**config.mk**
```make
export PLATFORM = sky130hd
export DESIGN_NAME = srm_div
export DESIGN_NICKNAME = d
export VERILOG_FILES = /design/src/rtl/srm_pkg.sv /design/src/rtl/srm_div.sv
export VERILOG_INCLUDE_DIRS = /design/src /design/src/rtl
export SDC_FILE = /design/constraint.sdc
export NUM_CORES = 2
export LEC_CHECK = 0
export ABC_CLOCK_PERIOD_IN_PS = 3780
export BUFFER_PORTS_ARGS = -buffer_cell sky130_fd_sc_hd__buf_2
export CAP_MARGIN = 30
export CORE_MARGIN = 5
export CORE_UTILIZATION = 55
export CTS_CLUSTER_SIZE = 40
export DETAILED_ROUTE_END_ITERATION = 10
export MAX_ROUTING_LAYER = met4
export PLACE_DENSITY = 0.79
export SYNTH_ARGS = -nofsm -noshare
export SYNTH_HDL_FRONTEND = slang
export SYNTH_SLANG_ARGS = --single-unit
```
**constraint.sdc**
```tcl
create_clock -name i_clk -period 3.78 [get_ports i_clk]
set_input_delay 0.378 -clock i_clk [delete_from_list [all_inputs] [get_ports i_clk]]
set_output_delay 0.378 -clock i_clk [all_outputs]
set_load 0.005 [all_outputs]
```
**src/rtl/assert_macros.svh**
```systemverilog
// Assertion helpers shared by the block's modules.
`ifndef ASSERT_MACROS_SVH
`define ASSERT_MACROS_SVH

// Same-cycle implication, disabled while reset is held.
`define SRM_ASSERT(lbl, clk, rst_n, ante, cons) \
    lbl: assert property (@(posedge clk) disable iff (!rst_n) (ante) |-> (cons)) \
        else $error("srm assertion failed");

// Next-cycle implication, disabled while reset is held.
`define SRM_ASSERT_NEXT(lbl, clk, rst_n, ante, cons) \
    lbl: assert property (@(posedge clk) disable iff (!rst_n) (ante) |=> (cons)) \
        else $error("srm assertion failed");

`endif

```
**src/rtl/srm_pkg.sv**
```systemverilog
package srm_pkg;

    localparam int LOG_TABLE_BITS_DEF = 8;
    localparam int FRAC_BITS_DEF      = 16;

    localparam int DATA_W    = 32;
    localparam int DEN_W     = DATA_W + 1;   // |end - start|
    localparam int IW        = 30;           // table fraction bits
    localparam int SKEW_W    = 24;
    localparam int SKEW_FRAC = 16;
    localparam logic [SKEW_W-1:0] SKEW_ONE = 24'h01_0000;

    localparam int LOG_BITS_MAX = 12;
    localparam int TAB_MAX      = 1 << LOG_BITS_MAX;
    localparam int TAB_IW       = LOG_BITS_MAX + 1;

    localparam int CFG_IDX_W = 2;
    localparam logic [CFG_IDX_W-1:0] CFG_RANGE_START = 2'd0;
    localparam logic [CFG_IDX_W-1:0] CFG_RANGE_END   = 2'd1;
    localparam logic [CFG_IDX_W-1:0] CFG_SKEW        = 2'd2;
    localparam logic [CFG_IDX_W-1:0] CFG_SYMMETRIC   = 2'd3;

    typedef logic [31:0] t_tab [0:TAB_MAX];

    function automatic logic [63:0] isqrt64(input logic [63:0] val);
        logic [63:0] v;
        logic [63:0] r;
        logic [63:0] bt;
        v  = val;
        r  = '0;
        bt = 64'd1 << 62;
        while (bt > v) bt = bt >> 2;
        while (bt != 64'd0) begin
            if (v >= r + bt) begin
                v = v - (r + bt);
                r = (r >> 1) + bt;
            end else begin
                r = r >> 1;
            end
            bt = bt >> 2;
        end
        return r;
    endfunction

    // log2(1 + i/n) in Q2.30, by repeated squaring
    function automatic t_tab log_table(input int lbits);
        t_tab        tab;
        logic [63:0] m;
        logic [63:0] lg;
        int          n;
        tab = '{default: '0};
        n   = 1 << lbits;
        for (int i = 0; i < n; i++) begin
            m  = (64'd1 << IW) + (64'(i) << (IW - lbits));
            lg = '0;
            for (int j = 0; j < IW; j++) begin
                m = (m * m) >> IW;
                if (m >= (64'd2 << IW)) begin
                    lg = lg | (64'd1 << (IW - 1 - j));
                    m  = m >> 1;
                end
            end
            tab[i] = lg[31:0];
        end
        tab[n] = 32'(64'd1 << IW);
        return tab;
    endfunction

    // 2^(i/n) in Q2.30, from products of repeated square roots of two
    function automatic t_tab exp_table(input int lbits);
        t_tab        tab;
        logic [63:0] roots [0:LOG_BITS_MAX];
        logic [63:0] acc;
        int          n;
        tab = '{default: '0};
        roots = '{default: '0};
        n   = 1 << lbits;
        roots[0] = 64'd2 << IW;
        for (int j = 1; j <= lbits; j++) roots[j] = isqrt64(roots[j-1] << IW);
        for (int i = 0; i < n; i++) begin
            acc = 64'd1 << IW;
            for (int j = 1; j <= lbits; j++) begin
                if (((i >> (lbits - j)) & 1) != 0) acc = (acc * roots[j]) >> IW;
            end
            tab[i] = acc[31:0];
        end
        tab[n] = 32'(64'd2 << IW);
        return tab;
    endfunction

endpackage

```
**src/rtl/srm_div.sv**
```systemverilog
`include "assert_macros.svh"

// Restoring divider, one quotient bit per stage: floor(rem * 2^F / den), rem < den.
module srm_div #(
    parameter int FRAC_BITS = srm_pkg::FRAC_BITS_DEF,
    parameter int TAG_W     = 2
) (
    input  logic                      i_clk,
    input  logic                      i_rst_n,
    input  logic                      i_en,
    input  logic                      i_valid,
    input  logic [srm_pkg::DEN_W-1:0] i_rem,
    input  logic [srm_pkg::DEN_W-1:0] i_den,
    input  logic [TAG_W-1:0]          i_tag,
    output logic                      o_valid,
    output logic [FRAC_BITS-1:0]      o_quo,
    output logic [TAG_W-1:0]          o_tag
);

    localparam int DW = srm_pkg::DEN_W;

    logic [FRAC_BITS-1:0] r_vld;
    logic [DW-1:0]        r_rem [FRAC_BITS];
    logic [FRAC_BITS-1:0] r_quo [FRAC_BITS];
    logic [TAG_W-1:0]     r_tag [FRAC_BITS];

    logic [DW:0]          n_step [FRAC_BITS];

    function automatic logic [DW:0] div_step(input logic [DW-1:0] rem,
                                             input logic [DW-1:0] den);
        logic [DW:0] dbl;
        dbl = {rem, 1'b0};
        if (dbl >= {1'b0, den}) return {1'b1, DW'(dbl - {1'b0, den})};
        return {1'b0, dbl[DW-1:0]};
    endfunction

    always_comb begin
        n_step[0] = div_step(i_rem, i_den);
        for (int k = 1; k < FRAC_BITS; k++) n_step[k] = div_step(r_rem[k-1], i_den);
    end

    always_ff @(posedge i_clk) begin
        if (!i_rst_n) begin
            r_vld <= '0;
        end else if (i_en) begin
            r_vld <= {r_vld[FRAC_BITS-2:0], i_valid};
        end
    end

    always_ff @(posedge i_clk) begin
        if (i_en) begin
            r_rem[0] <= n_step[0][DW-1:0];
            r_quo[0] <= {{(FRAC_BITS-1){1'b0}}, n_step[0][DW]};
            r_tag[0] <= i_tag;
            for (int k = 1; k < FRAC_BITS; k++) begin
                r_rem[k] <= n_step[k][DW-1:0];
                r_quo[k] <= {r_quo[k-1][FRAC_BITS-2:0], n_step[k][DW]};
                r_tag[k] <= r_tag[k-1];
            end
        end
    end

    assign o_valid = r_vld[FRAC_BITS-1];
    assign o_quo   = r_quo[FRAC_BITS-1];
    assign o_tag   = r_tag[FRAC_BITS-1];

    `SRM_ASSERT(a_rem_below_den, i_clk, i_rst_n, r_vld[FRAC_BITS-1] && (i_den != '0), r_rem[FRAC_BITS-1] < i_den)
    `SRM_ASSERT_NEXT(a_frozen_on_stall, i_clk, i_rst_n, !i_en, $stable(r_vld))

endmodule

```
==> results.md <==
- Run status: complete, no violations
- Final hold slack: 0.06817 ns
- Min Tclk post-route: 3.618 ns
- Initial DRT Pass Iterations: 6
- Synth unique cells: 95
- Global-route wire length before repair: 226500 um
- Cells after Synth: 5210
- Initial antenna violation count: 9
- CP Launch Type: register
- Number of port buffers: 90
- Io pins: 91
- CTS buffer count: 80
- Core ar.: 0.09333 mm2
- Min-delay worst type: in -> reg
- Initial DRC count: 3383
- Overall power: 0.05518 W
- Setup bufs post-CTS: 0
- Die width: 316.8 um
- Commonest non-fill, non-tap cell in the layout: edfxtp_1
- Area Overhead vs Synth: 17.03%
- R2r setup slk: 0.16 ns
- Max_slew headroom: 57.11%
- Cell area power density: 910.7 mW/mm2
- Detailed Place HPWL: 111000 um
- Drt total wl: 145800 um
- Hold_sp: i_rem[24]
- TritonCTS Sinks: 679
- VDD IR-drop max: 0.4404 mV
- Largest net degree at the start of global routing: 116
- Reg2reg end: r_rem[1][36]
- R2R Path Start: r_rem[1][0]
- Root buffer cell: clkbuf_16
- Clk_lat worst skew: 0.65 ns
- Initial core utilization: 55.48%
- EDFF count, synth: 663
- Final Hold Vio Count: 0
- Top FF cell, synth: edfxtp_1
- Fmax: 276.4 MHz
- FF-to-FF path depth: 15
- Syn Std Cell Area: 0.05177 mm2
- Clock tree buffer depth: 3
- Synth Net Count: 5824
- Final period utilization: 95.70%
- # rows: 112
- Register bit total from synthesis: 679
- Vias/cell: 6.098
- Layout net count: 6371
- DR DRC count: 0
- WHS Endpoint: r_rem[0][25]
- CP arrival: 4.01 ns
- YS warnings: 0
- Pleak: 25.51 nW
- Required time of the critical path: 4.17 ns
- Final Max Slew Viols: 0
- Vias: 43150
- Worst-path maximum fanout: 29
- Synthesized area per cell: 9.938 um2
- Critical Path Sink Type: register
- Post-synthesis async set-or-reset flop share: 0%
- Sequential area share after synthesis: 39.07%
- # H-tree levels: 3
- Die ar.: 0.1004 mm2
- Clk pin slew, worst setup/hold paths: 0.06 ns
- Die Y: 316.8 um
- Kind of critical path: reg -> reg
- Slew @ Worst Pin: 0.6434 ns
- DRT antenna net count: 0
- Max Clock Skew: 0.03566 ns
- Most frequent cells in the layout: edfxtp_1, a21oi_1, ha_1
- CTS tree: done
- Final setup vio count: 0
- Drt wl/cell: 20.60 um
- Vias in the first global route: 41800
- Hold depth: 3
- Fraction of layout instances using a drive strength above 1: 17.66%
- Total global-route track usage: 29.21%
- GRT Residual Overflow: 0
- Max cap viols: 0
- RSZ-0062 raised after global routing: false
- GP Congestion: 0.9775
-- sequential cells by signal (all words and copies together), names as in the netlist --
| name | flops |
|---|---|
| r_quo | 136 |
| r_vld | 16 |
| r_tag | 32 |
| r_rem | 495 |
-- synth_stat cells, types with 15 or more instances --
cell type	number	area (um2)
nor4_1	23	143.9
a31oi_1	47	294.0
o21ai_0	339	1697
a211o_1	16	140.1
buf_4	21	157.7
o211ai_1	24	180.2
xor2_1	176	1541
mux2i_1	26	260.3
mux2_2	178	2004
a211oi_1	40	300.3
nor2_1	414	1554
a21o_1	272	2042
inv_1	131	491.7
mux2_4	26	390.4
o31ai_1	48	360.4
fa_1	15	300.3
nand4_1	92	575.6
or3_1	22	137.6
clkbuf_1	127	476.7
nor3_1	59	295.3
o21bai_1	58	435.4
nand2_1	374	1404
o31a_1	24	210.2
nor2b_1	92	575.6
edfxtp_1	663	19910
and2_1	26	162.7
dfxtp_1	16	320.3
nand3_1	82	410.4
xnor2_1	242	2120
a21boi_0	20	150.1
buf_2	15	75.07
a21oi_1	570	2853
nand2b_1	68	425.4
and3_1	40	250.2
ha_1	527	6594
o21a_1	67	503.0
-- report_power, final --
group	total, W	internal, W	switching [W]
combinational	0.0324	0.0158	0.0167
sequential	0.0150	0.0130	0.00201
clock	0.00777	0.00452	0.00325
total	0.0552	0.0332	0.0219
-- metal layers --
layer | GRT usage, % | vias to the layer above | part of all wire (%)
li1 | - | 20770 | -
met1 | 36.75 | 20530 | 42
met2 | 48.17 | 1464 | 47
met3 | 3.884 | 385 | 6.3
met4 | 11.72 | 0 | 4.5
met5 | - | - | 0
-- final cells by class --
cell class	instances	area, um2
antenna	2	5.005
timing repair buffer	641	5309
inverter	132	503.0
multi-input combinational	4223	30380
fill	7461	32740
tap	1254	1569
sequential	679	20230
clock inverter	41	367.9
clock buffer	104	2230
-- cells by family (layout without fill, tap and decap cells) --
logic type,count (synthesis),in the layout,synth area share (%)
buf+inv,308,918,2.516
other cells,0,2,0
mux,236,236,5.259
simple gates,1355,1355,12.43
xor+xnor,418,418,7.071
fa+ha+maj,542,542,13.32
flops,679,679,39.07
compound gates,1672,1672,20.34
-- through the flow --
stage               cell area [um2]  std cells  utilization [%]  TNS (ns)  setup slack (ns)
finish                        60590       7076            64.92         0            0.1624
global route                  60590       7076            64.92         0           0.01261
CTS                           60530       7074            64.85         0            0.1318
detailed placement            57900       6926            62.04    -40.80           -0.2601
global placement              57900       6926            62.04    -23.86           -0.2613
floorplan                     51790       5210                -         0          0.006723
-- critical path, cell delays in order (launching register included) --
cell      delay, ns
edfxtp_1       0.37
inv_1          0.07
fa_1           0.44
nand2b_1       0.21
a21oi_2        0.19
o21ai_0        0.16
buf_4          0.17
nand4b_1       0.12
a41oi_1        0.14
buf_4          0.17
o21ai_0        0.25
a21o_1         0.18
a211oi_2       0.07
nor2_2         0.19
buf_12         0.23
mux2_2         0.38
-- timing repair --
action / 4_1_cts / 5_1_grt
hold buffers: 3 / 0
endpoints found under the setup margin: 0 / 90
resized for setup: 0 / 13
endpoints found under the hold margin: 3 / 0
-- worst max path at each step --
stage / from / endpoint / slack, ns / cells after the start
2_1_floorplan: i_den[2] / r_rem[1][10] / 0.007 / 13
3_3_place_gp: i_den[2] / r_rem[1][228] / -0.26 / 17
3_5_place_dp: i_den[0] / r_rem[0][193] / -0.26 / 14
4_1_cts: r_rem[1][165] / r_rem[1][228] / 0.13 / 14
5_1_grt: r_rem[0][165] / r_rem[0][226] / 0.01 / 15
6_report: r_rem[1][0] / r_rem[1][36] / 0.16 / 15
Note: power is estimated with default switching activity, not from simulation.
